### config.mk
export PLATFORM = sky130hd
export DESIGN_NAME = permutation_power_cipher_top
export DESIGN_NICKNAME = d
export VERILOG_FILES = /design/src/hdl/ppc_pkg.sv /design/src/hdl/ppc_mod_unit.sv /design/src/hdl/permutation_power_cipher_top.sv
export SDC_FILE = /design/constraint.sdc
export NUM_CORES = 2
export LEC_CHECK = 0
export ABC_CLOCK_PERIOD_IN_PS = 7400
export BUFFER_PORTS_ARGS = -buffer_cell sky130_fd_sc_hd__buf_4
export CORE_MARGIN = 1
export CORE_UTILIZATION = 25
export CTS_CLUSTER_DIAMETER = 50
export DETAILED_ROUTE_END_ITERATION = 8
export GPL_ROUTABILITY_DRIVEN = 0
export PLACE_DENSITY = 0.43
export SLEW_MARGIN = 20
export SYNTH_ARGS = -nofsm -noshare
export SYNTH_HDL_FRONTEND = slang
export SYNTH_SLANG_ARGS = --single-unit
### constraint.sdc
create_clock -name clock -period 7.4 [get_ports clock]
set_input_delay 0.74 -clock clock [delete_from_list [all_inputs] [get_ports clock]]
set_output_delay 0.74 -clock clock [all_outputs]
set_load 0.02 [all_outputs]
### src/hdl/ppc_pkg.sv
// Shared types and constants for the repeated permutation transposition cipher.
// Used by ppc_mod_unit and permutation_power_cipher_top; no dependencies.
`timescale 1ns / 1ps
`default_nettype none

package ppc_pkg;

   localparam int ROUNDS_W = 31;               // width of the rounds register
   localparam int CYC_W    = 9;                // holds a cycle length or size up to 256
   localparam int CNT_W    = $clog2(ROUNDS_W); // bit counter of the modulo unit
   localparam int CSR_W    = 31;               // widest register
   localparam int CSR_IDX_W = 1;

   localparam logic [7:0] PAD_CHAR = 8'h20;
   localparam logic [CYC_W-1:0] SIZE_RESET   = 9'd256;
   localparam logic [ROUNDS_W-1:0] ROUNDS_RESET = 31'd1;

   localparam logic [CSR_IDX_W-1:0] CSR_SIZE_IN_USE = 1'b0;
   localparam logic [CSR_IDX_W-1:0] CSR_ROUNDS      = 1'b1;

   typedef enum logic [1:0] {
      CMD_LOAD  = 2'd0,
      CMD_START = 2'd1,
      CMD_CHAR  = 2'd2,
      CMD_READ  = 2'd3
   } cmd_type;

   typedef enum logic [2:0] {
      ST_CLEAR,
      ST_IDLE,
      ST_WALK,
      ST_MOD,
      ST_APPLY,
      ST_RESP
   } state_type;

   typedef struct packed {
      logic                start;
      logic [ROUNDS_W-1:0] dividend;
      logic [CYC_W-1:0]    divisor;
   } div_req_type;

   typedef struct packed {
      logic             done;
      logic [CYC_W-1:0] rem;
   } div_rsp_type;

endpackage

`default_nettype wire

### src/hdl/ppc_mod_unit.sv
// Bit-serial restoring modulo unit: rounds modulo cycle length, one bit per cycle.
// Depends on ppc_pkg.
`timescale 1ns / 1ps
`default_nettype none

module ppc_mod_unit
   import ppc_pkg::*;
(
   input  wire logic        clock,
   input  wire logic        reset,
   input  wire div_req_type req,
   output div_rsp_type      rsp
);

   logic [CYC_W-1:0]    rem_ff, rem_in;
   logic [CYC_W-1:0]    divisor_ff, divisor_in;
   logic [ROUNDS_W-1:0] dvd_ff, dvd_in;
   logic [CNT_W-1:0]    cnt_ff, cnt_in;
   logic                busy_ff, busy_in;
   logic                done_ff, done_in;
   logic [CYC_W:0]      trial;
   logic [CYC_W:0]      diff;

   always_comb begin
      trial      = {rem_ff, dvd_ff[ROUNDS_W-1]};
      diff       = trial - {1'b0, divisor_ff};
      rem_in     = rem_ff;
      divisor_in = divisor_ff;
      dvd_in     = dvd_ff;
      cnt_in     = cnt_ff;
      busy_in    = busy_ff;
      done_in    = 1'b0;
      if (req.start) begin
         rem_in     = '0;
         divisor_in = req.divisor;
         dvd_in     = req.dividend;
         cnt_in     = '0;
         busy_in    = 1'b1;
      end else if (busy_ff) begin
         // The partial remainder stays below the divisor, so it fits CYC_W bits.
         if (trial >= {1'b0, divisor_ff}) begin
            rem_in = diff[CYC_W-1:0];
         end else begin
            rem_in = trial[CYC_W-1:0];
         end
         dvd_in = {dvd_ff[ROUNDS_W-2:0], 1'b0};
         cnt_in = cnt_ff + CNT_W'(1);
         if (cnt_ff == CNT_W'(ROUNDS_W - 1)) begin
            busy_in = 1'b0;
            done_in = 1'b1;
         end
      end
   end

   always_ff @(posedge clock) begin
      if (reset) begin
         busy_ff <= 1'b0;
         done_ff <= 1'b0;
         cnt_ff  <= '0;
      end else begin
         busy_ff <= busy_in;
         done_ff <= done_in;
         cnt_ff  <= cnt_in;
      end
      rem_ff     <= rem_in;
      divisor_ff <= divisor_in;
      dvd_ff     <= dvd_in;
   end

   assign rsp.done = done_ff;
   assign rsp.rem  = rem_ff;

   a_rem_below_divisor: assert property (@(posedge clock) disable iff (reset)
      done_ff |-> (rem_ff < divisor_ff))
      else $error("modulo result not below divisor");

   a_no_restart_while_busy: assert property (@(posedge clock) disable iff (reset)
      busy_ff |-> !req.start)
      else $error("modulo unit restarted while busy");

   a_bit_count_in_range: assert property (@(posedge clock) disable iff (reset)
      busy_ff |-> (cnt_ff <= CNT_W'(ROUNDS_W - 1)))
      else $error("modulo bit counter out of range");

endmodule

`default_nettype wire

### src/hdl/permutation_power_cipher_top.sv
// Top level of the repeated permutation transposition cipher: sequencer,
// permutation table and output buffer. Depends on ppc_pkg and ppc_mod_unit.
//
//   channel  direction  handshake          payload
//   req_     in         valid / stall      cmd, index, target, ch
//   rsp_     out        valid / stall      status, out_ch
//   csr_     in         write enable only  index, wdata
//
// Load and read go straight to the response; start first sweeps the buffer.
// A character first walks its cycle in the table, L being its cycle length,
// then finds rounds mod L and steps that far along the cycle: the table walk
// reads one entry per cycle and the modulo unit steps through the 31 bits of
// rounds and then registers the remainder. After reset a sweep fills all MAX_LEN
// buffer entries with spaces; no beat is taken meanwhile. A stalled result sits
// in the output register while the next beat is accepted and worked on.
`timescale 1ns / 1ps
`default_nettype none

module permutation_power_cipher_top
   import ppc_pkg::*;
#(
   parameter int MAX_LEN = 256
) (
   input  wire logic                 clock,
   input  wire logic                 reset,
   input  wire logic                 req_valid,
   output logic                      req_stall,
   input  wire logic [1:0]           req_cmd,
   input  wire logic [7:0]           req_index,
   input  wire logic [7:0]           req_target,
   input  wire logic [7:0]           req_ch,
   output logic                      rsp_valid,
   input  wire logic                 rsp_stall,
   output logic                      rsp_status,
   output logic [7:0]                rsp_out_ch,
   input  wire logic                 csr_we,
   input  wire logic [CSR_IDX_W-1:0] csr_index,
   input  wire logic [CSR_W-1:0]     csr_wdata
);

   localparam int AW  = $clog2(MAX_LEN);
   localparam int LIM = (MAX_LEN < 256) ? MAX_LEN : 256;

   logic [7:0] perm_mem [MAX_LEN];
   logic [7:0] buf_mem  [MAX_LEN];

   state_type           state_ff, state_in;
   logic [AW-1:0]       clr_ff, clr_in;
   logic [CYC_W-1:0]    step_ff, step_in;
   logic [CYC_W-1:0]    cnt_ff, cnt_in;
   logic [7:0]          start_ff, start_in;
   logic [7:0]          ch_ff, ch_in;
   logic                res_status_ff, res_status_in;
   logic                is_read_ff, is_read_in;
   logic                rd_ok_ff, rd_ok_in;
   logic                pend_ff, pend_in;
   logic                rsp_valid_ff, rsp_valid_in;
   logic                rsp_status_ff, rsp_status_in;
   logic [7:0]          rsp_out_ch_ff, rsp_out_ch_in;
   logic [CYC_W-1:0]    size_in_use_ff, size_in_use_in;
   logic [ROUNDS_W-1:0] rounds_ff, rounds_in;

   logic [7:0]          perm_rdata_ff;
   logic [7:0]          buf_rdata_ff;
   logic [AW-1:0]       perm_raddr;
   logic                perm_we;
   logic                buf_we;
   logic [AW-1:0]       buf_waddr;
   logic [7:0]          buf_wdata;
   logic                buf_re;
   logic                accept;
   logic                idx_in_table;
   logic [CYC_W-1:0]    n_act;
   logic [7:0]          walk_d;
   div_req_type         div_req;
   div_rsp_type         div_rsp;

   ppc_mod_unit u_mod (
      .clock (clock),
      .reset (reset),
      .req   (div_req),
      .rsp   (div_rsp)
   );

   // Configuration registers.
   always_comb begin
      size_in_use_in = size_in_use_ff;
      rounds_in      = rounds_ff;
      if (csr_we) begin
         unique case (csr_index)
            CSR_SIZE_IN_USE: size_in_use_in = csr_wdata[CYC_W-1:0];
            CSR_ROUNDS:      rounds_in      = csr_wdata[ROUNDS_W-1:0];
            default:         ;
         endcase
      end
   end

   always_comb begin
      if (size_in_use_ff == '0) begin
         n_act = CYC_W'(1);
      end else if (size_in_use_ff > CYC_W'(LIM)) begin
         n_act = CYC_W'(LIM);
      end else begin
         n_act = size_in_use_ff;
      end
   end

   assign req_stall    = (state_ff != ST_IDLE);
   assign accept       = req_valid && !req_stall;
   assign idx_in_table = (32'(req_index) < MAX_LEN);
   assign walk_d       = perm_rdata_ff;

   always_comb begin
      state_in      = state_ff;
      clr_in        = clr_ff;
      step_in       = step_ff;
      cnt_in        = cnt_ff;
      start_in      = start_ff;
      ch_in         = ch_ff;
      res_status_in = res_status_ff;
      is_read_in    = is_read_ff;
      rd_ok_in      = rd_ok_ff;
      pend_in       = pend_ff;
      perm_raddr    = AW'(start_ff);
      perm_we       = 1'b0;
      buf_we        = 1'b0;
      buf_waddr     = clr_ff;
      buf_wdata     = PAD_CHAR;
      buf_re        = 1'b0;
      div_req.start    = 1'b0;
      div_req.dividend = rounds_ff;
      div_req.divisor  = step_ff;
      rsp_valid_in  = rsp_valid_ff && rsp_stall;
      rsp_status_in = rsp_status_ff;
      rsp_out_ch_in = rsp_out_ch_ff;

      unique case (state_ff)
         ST_CLEAR: begin
            buf_we = 1'b1;
            clr_in = clr_ff + AW'(1);
            if (clr_ff == AW'(MAX_LEN - 1)) begin
               state_in = pend_ff ? ST_RESP : ST_IDLE;
               pend_in  = 1'b0;
            end
         end
         ST_IDLE: begin
            perm_raddr = AW'(req_index);
            if (accept) begin
               res_status_in = 1'b0;
               is_read_in    = 1'b0;
               start_in      = req_index;
               ch_in         = req_ch;
               unique case (cmd_type'(req_cmd))
                  CMD_LOAD: begin
                     perm_we  = idx_in_table;
                     state_in = ST_RESP;
                  end
                  CMD_START: begin
                     pend_in  = 1'b1;
                     clr_in   = '0;
                     state_in = ST_CLEAR;
                  end
                  CMD_CHAR: begin
                     step_in = CYC_W'(1);
                     if ({1'b0, req_index} >= n_act) begin
                        res_status_in = 1'b1;
                        state_in      = ST_RESP;
                     end else begin
                        state_in = ST_WALK;
                     end
                  end
                  CMD_READ: begin
                     buf_re     = 1'b1;
                     is_read_in = 1'b1;
                     rd_ok_in   = idx_in_table;
                     state_in   = ST_RESP;
                  end
                  default: ;
               endcase
            end
         end
         ST_WALK: begin
            // walk_d is the entry read for the previous position of the walk.
            priority if ({1'b0, walk_d} >= n_act) begin
               res_status_in = 1'b1;
               state_in      = ST_RESP;
            end else if (walk_d == start_ff) begin
               div_req.start = 1'b1;
               state_in      = ST_MOD;
            end else if (step_ff == n_act) begin
               res_status_in = 1'b1;
               state_in      = ST_RESP;
            end else begin
               perm_raddr = AW'(walk_d);
               step_in    = step_ff + CYC_W'(1);
            end
         end
         ST_MOD: begin
            if (div_rsp.done) begin
               if (div_rsp.rem == '0) begin
                  buf_we    = 1'b1;
                  buf_waddr = AW'(start_ff);
                  buf_wdata = ch_ff;
                  state_in  = ST_RESP;
               end else begin
                  cnt_in   = div_rsp.rem;
                  state_in = ST_APPLY;
               end
            end
         end
         ST_APPLY: begin
            if (cnt_ff == CYC_W'(1)) begin
               buf_we    = 1'b1;
               buf_waddr = AW'(walk_d);
               buf_wdata = ch_ff;
               state_in  = ST_RESP;
            end else begin
               perm_raddr = AW'(walk_d);
               cnt_in     = cnt_ff - CYC_W'(1);
            end
         end
         ST_RESP: begin
            if (!rsp_valid_ff || !rsp_stall) begin
               rsp_valid_in  = 1'b1;
               rsp_status_in = res_status_ff;
               rsp_out_ch_in = (is_read_ff && rd_ok_ff) ? buf_rdata_ff : 8'h00;
               state_in      = ST_IDLE;
            end
         end
         default: state_in = ST_IDLE;
      endcase
   end

   always_ff @(posedge clock) begin
      if (reset) begin
         state_ff       <= ST_CLEAR;
         clr_ff         <= '0;
         pend_ff        <= 1'b0;
         rsp_valid_ff   <= 1'b0;
         size_in_use_ff <= SIZE_RESET;
         rounds_ff      <= ROUNDS_RESET;
      end else begin
         state_ff       <= state_in;
         clr_ff         <= clr_in;
         pend_ff        <= pend_in;
         rsp_valid_ff   <= rsp_valid_in;
         size_in_use_ff <= size_in_use_in;
         rounds_ff      <= rounds_in;
      end
      step_ff       <= step_in;
      cnt_ff        <= cnt_in;
      start_ff      <= start_in;
      ch_ff         <= ch_in;
      res_status_ff <= res_status_in;
      is_read_ff    <= is_read_in;
      rd_ok_ff      <= rd_ok_in;
      rsp_status_ff <= rsp_status_in;
      rsp_out_ch_ff <= rsp_out_ch_in;
   end

   // Permutation table: one write port, one registered read port.
   always_ff @(posedge clock) begin
      if (perm_we) begin
         perm_mem[AW'(req_index)] <= req_target;
      end
      perm_rdata_ff <= perm_mem[perm_raddr];
   end

   // Output buffer: one write port, one registered read port.
   always_ff @(posedge clock) begin
      if (buf_we) begin
         buf_mem[buf_waddr] <= buf_wdata;
      end
      if (buf_re) begin
         buf_rdata_ff <= buf_mem[AW'(req_index)];
      end
   end

   assign rsp_valid  = rsp_valid_ff;
   assign rsp_status = rsp_status_ff;
   assign rsp_out_ch = rsp_out_ch_ff;

   a_div_done_in_mod: assert property (@(posedge clock) disable iff (reset)
      div_rsp.done |-> (state_ff == ST_MOD))
      else $error("modulo result outside the modulo state");

   a_walk_step_bound: assert property (@(posedge clock) disable iff (reset)
      (state_ff == ST_WALK) |-> ((step_ff != '0) && (step_ff <= n_act)))
      else $error("walk step count out of bounds");

   a_char_write_in_range: assert property (@(posedge clock) disable iff (reset)
      (buf_we && (state_ff != ST_CLEAR)) |-> (32'(buf_waddr) < 32'(n_act)))
      else $error("character placed outside the message");

   a_apply_count_nonzero: assert property (@(posedge clock) disable iff (reset)
      (state_ff == ST_APPLY) |-> ((cnt_ff != '0) && (cnt_ff < step_ff)))
      else $error("permutation power count out of range");

endmodule

`default_nettype wire
==> impl_metrics.toml <==
[outcome]
status = "complete, no violations"

[finish]
synthToLayoutAreaGrowth_pct = 16.8
final_util_pct = 29.3
drive_above_1_share_pct = 25.7
final_nets = 8488

[cts]
post_cts_resized = 0
clkSlewWorstSetupHoldPaths_ps = 60
ctsHtreeMaxLevel = 5
cts_made_buffers = 455
cts_tree = "done"
clk_latency_ps = 1020
cts.sinks = 4266
postCtsSetupBuffers = 0
clk_path_buf_depth = 4
cts-root-buf = "clkbuf_16"

[sta]
maxSlewViolCount = 0
worst_pin_slew_ps = 1260
setup_viol = 0
fmax_ghz = 0.153
fin_crit_sh_pct = 88.2
timing.hold.ws_ps = 139
finClkSkew_ps = 52.2
rsz0062_at_grt = "no"
hold_viol_final = 0
period_minus_slack_ps = 6530
relSlewSlack_pct = 16.3

[setup_path]
arrival_ps = 7150
required_ps = 8020
endpoint_kind = "flop"
worstSetupStartpointType = "flop"
critPathKind = "reg -> reg"
cp_max_fo = 13

[power]
p_leak_nw = 57.9
p_per_area_nw_per_um2 = 260
irDropWorstVdd_v = 0.000203

[logic_synthesis]
synth-simple-area-share_pct = 4.14
synth_top_family_by_area = "multiplexers"
synth_edf_count = 4189
synth-xor-area-share_pct = 0.217
synth_seq_cells = 4266
yosys.cell_count.top_type = "edfxtp_1"
synth_fa_ha_area_share_pct = 0.284
synth_area_sq_um = 166000
yosysWarnings = 0
synth_top_cell_by_area = "edfxtp_1"
yosys-top-cells-count = "4189 x edfxtp_1, 1107 x mux4_2, 593 x nor2_1, 487 x nand2_1, 285 x clkbuf_1"
synthFlopType = "edfxtp_1"
avgSynthCellArea_sq_um = 20.7
ys_types = 64
yosys-top-cells-area = "edfxtp_1 76%, mux4_2 15%, nor2_1 1.3%, nand2_1 1.1%, dfxtp_1 0.93%"
syn_nets = 8106
synthDominantCellAreaShare_pct = 75.9
synth_cells = 8006
synth.area.mux_share_pct = 15.4
synth_async_sr_flop_share_pct = 0
synth_compound_area_share_pct = 1.87
ys_seq_area_share_pct = 76.9

[drt]
routed_wl_um = 476000
drcViolationCount = 0
ant_nets = 0
viasPerCell = 4.63
wl_per_cell_um = 27.2
num_vias = 80900
drt-initial-drc-count = 7912
drtPass1Iterations = 7

[floorplanning]
num_rows = 298
die_h_um = 816
fp.dieW_um = 816
initial_utilization_pct = 25.1
pin_count = 74
core_region_area_sq_um = 659000
fp.dieArea_sq_um = 666000

[grt]
grt_max_degree = 193
grt_antenna_before_repair = 28
overflow = 0
grt_pass1_vias = 84500
grt_pass1_wl_um = 670000
globalRouteTotalUtil_pct = 13.9

[place]
io_buffers = 73
post-dp-hpwl_um = 288000

[worst_hold_path]
hp-class = "in -> reg"

[flow_run]
drv_cap = 0
==> cell families (layout without fill, tap and decap cells) <==
group	after synthesis	after routing
flip-flops	4266	4266
AND/OR/NAND/NOR	1557	1557
multiplexers	1156	1156
buffers and inverters	502	1274
AO/OA/AOI/OAI	447	447
XOR/XNOR	41	41
adder cells (fa/ha/maj)	37	37
other	0	8
==> final cells by class <==
type	count	area, sq um
Clock inverter	296	2970
Timing Repair Buffer	392	3650
Tap cell	8700	10900
Inverter	35	131
Clock buffer	551	11900
Fill cell	64100	466000
Sequential cell	4266	127000
Antenna cell	8	20.0
Multi-Input combinational cell	3238	36500
==> cell usage in the layout, fill, tap and decap left out, types with 17 or more instances in the layout <==
| cell | instances |
|---|---|
| a22oi_1 | 166 |
| buf_4 | 299 |
| and2_1 | 20 |
| nor4_1 | 36 |
| mux4_2 | 1107 |
| nand3_1 | 145 |
| inv_6 | 27 |
| o21ai_0 | 19 |
| nand2_2 | 20 |
| clkinv_2 | 82 |
| nand2b_1 | 25 |
| mux2_2 | 33 |
| dfxtp_1 | 77 |
| a21o_1 | 17 |
| clkinv_4 | 20 |
| a31oi_1 | 27 |
| dlygate4sd3_1 | 40 |
| bufinv_16 | 45 |
| inv_1 | 34 |
| a311oi_1 | 26 |
| edfxtp_1 | 4189 |
| a21oi_1 | 109 |
| nor2b_1 | 21 |
| nor2_1 | 587 |
| ha_1 | 36 |
| clkbuf_16 | 461 |
| nand4_1 | 81 |
| buf_12 | 40 |
| and3_1 | 74 |
| nor3_1 | 19 |
| clkbuf_1 | 83 |
| clkinv_1 | 78 |
| xor2_1 | 25 |
| clkinvlp_4 | 30 |
| nand2_1 | 467 |
| a22o_1 | 17 |
==> stage by stage <==
| stage | power, W | cells | setup slack (ps) | instance area, sq um | setup TNS (ps) |
|---|---|---|---|---|---|
| global route | 0.0518 | 17500 | 541 | 193000 | 0 |
| global placement | 0.0279 | 16600 | -21.7 | 178000 | -21.7 |
| finish | 0.0504 | 17500 | 871 | 193000 | 0 |
| floorplan | 0.0274 | 8006 | 1540 | 166000 | 0 |
| CTS | 0.0509 | 17500 | 606 | 193000 | 0 |
| detailed placement | 0.0279 | 16600 | 662 | 178000 | 0 |
==> sequential cells by signal, indices dropped and copies added (netlist names), 3 cells and up <==
| register | flops |
|---|---|
| u_mod.divisor_ff | 9 |
| perm_rdata_ff | 8 |
| u_mod.rem_ff | 9 |
| buf_rdata_ff | 8 |
| clr_ff | 8 |
| u_mod.cnt_ff | 5 |
| u_mod.dvd_ff | 31 |
| buf_mem | 2048 |
| state_ff | 3 |
| size_in_use_ff | 9 |
| step_ff | 9 |
| start_ff | 8 |
| rsp_out_ch | 8 |
| cnt_ff | 9 |
| perm_mem | 2048 |
| rounds_ff | 31 |
| ch_ff | 8 |
==> per-layer routing <==
layer  track usage [%]  vias to the layer above  part of all wire (%)
met5                 0                        -                0.0027
met3              1.78                      572                   5.0
met2              23.7                     2249                    50
met4              3.05                        2                   2.2
met1              19.0                    44200                    43
li1                  -                    33900                     -
==> power breakdown <==
part	internal [W]	total [W]	switching (W)
combinational	0.000321	0.00104	0.000720
clock	0.0131	0.0229	0.00983
sequential	0.0263	0.0264	0.0000223
total	0.0398	0.0504	0.0106
==> worst max-delay path: stages, from the launching register on <==
cell and delay [ps]:
dfxtp_1 370, nor4_1 320, nand2_1 100, nor4_1 350, buf_4 200, inv_1 40, nor2_1 680, o21ai_1 530
a222oi_1 900, nand2b_1 310, nor2_1 540, nand2_2 760, nor2_1 1000
==> path summary, 6_finish.rpt <==
path,startpoint,slack [ps],to,cells past startpoint
worst max-delay path,u_mod.rem_ff[4],870,buf_mem[102][2],12
worst min-delay path,req_cmd[1],140,is_read_ff,2
worst max register to register,u_mod.rem_ff[4],870,buf_mem[102][2],12
worst min register to register,rounds_ff[28],450,rounds_ff[28],2
==> what timing repair did <==
action                                 4_1_cts  5_1_grt
endpoints found under the hold margin       49        0
setup endpoints to repair                    0        0
hold buffers                                40        0
(Power assumes the default switching activity.)
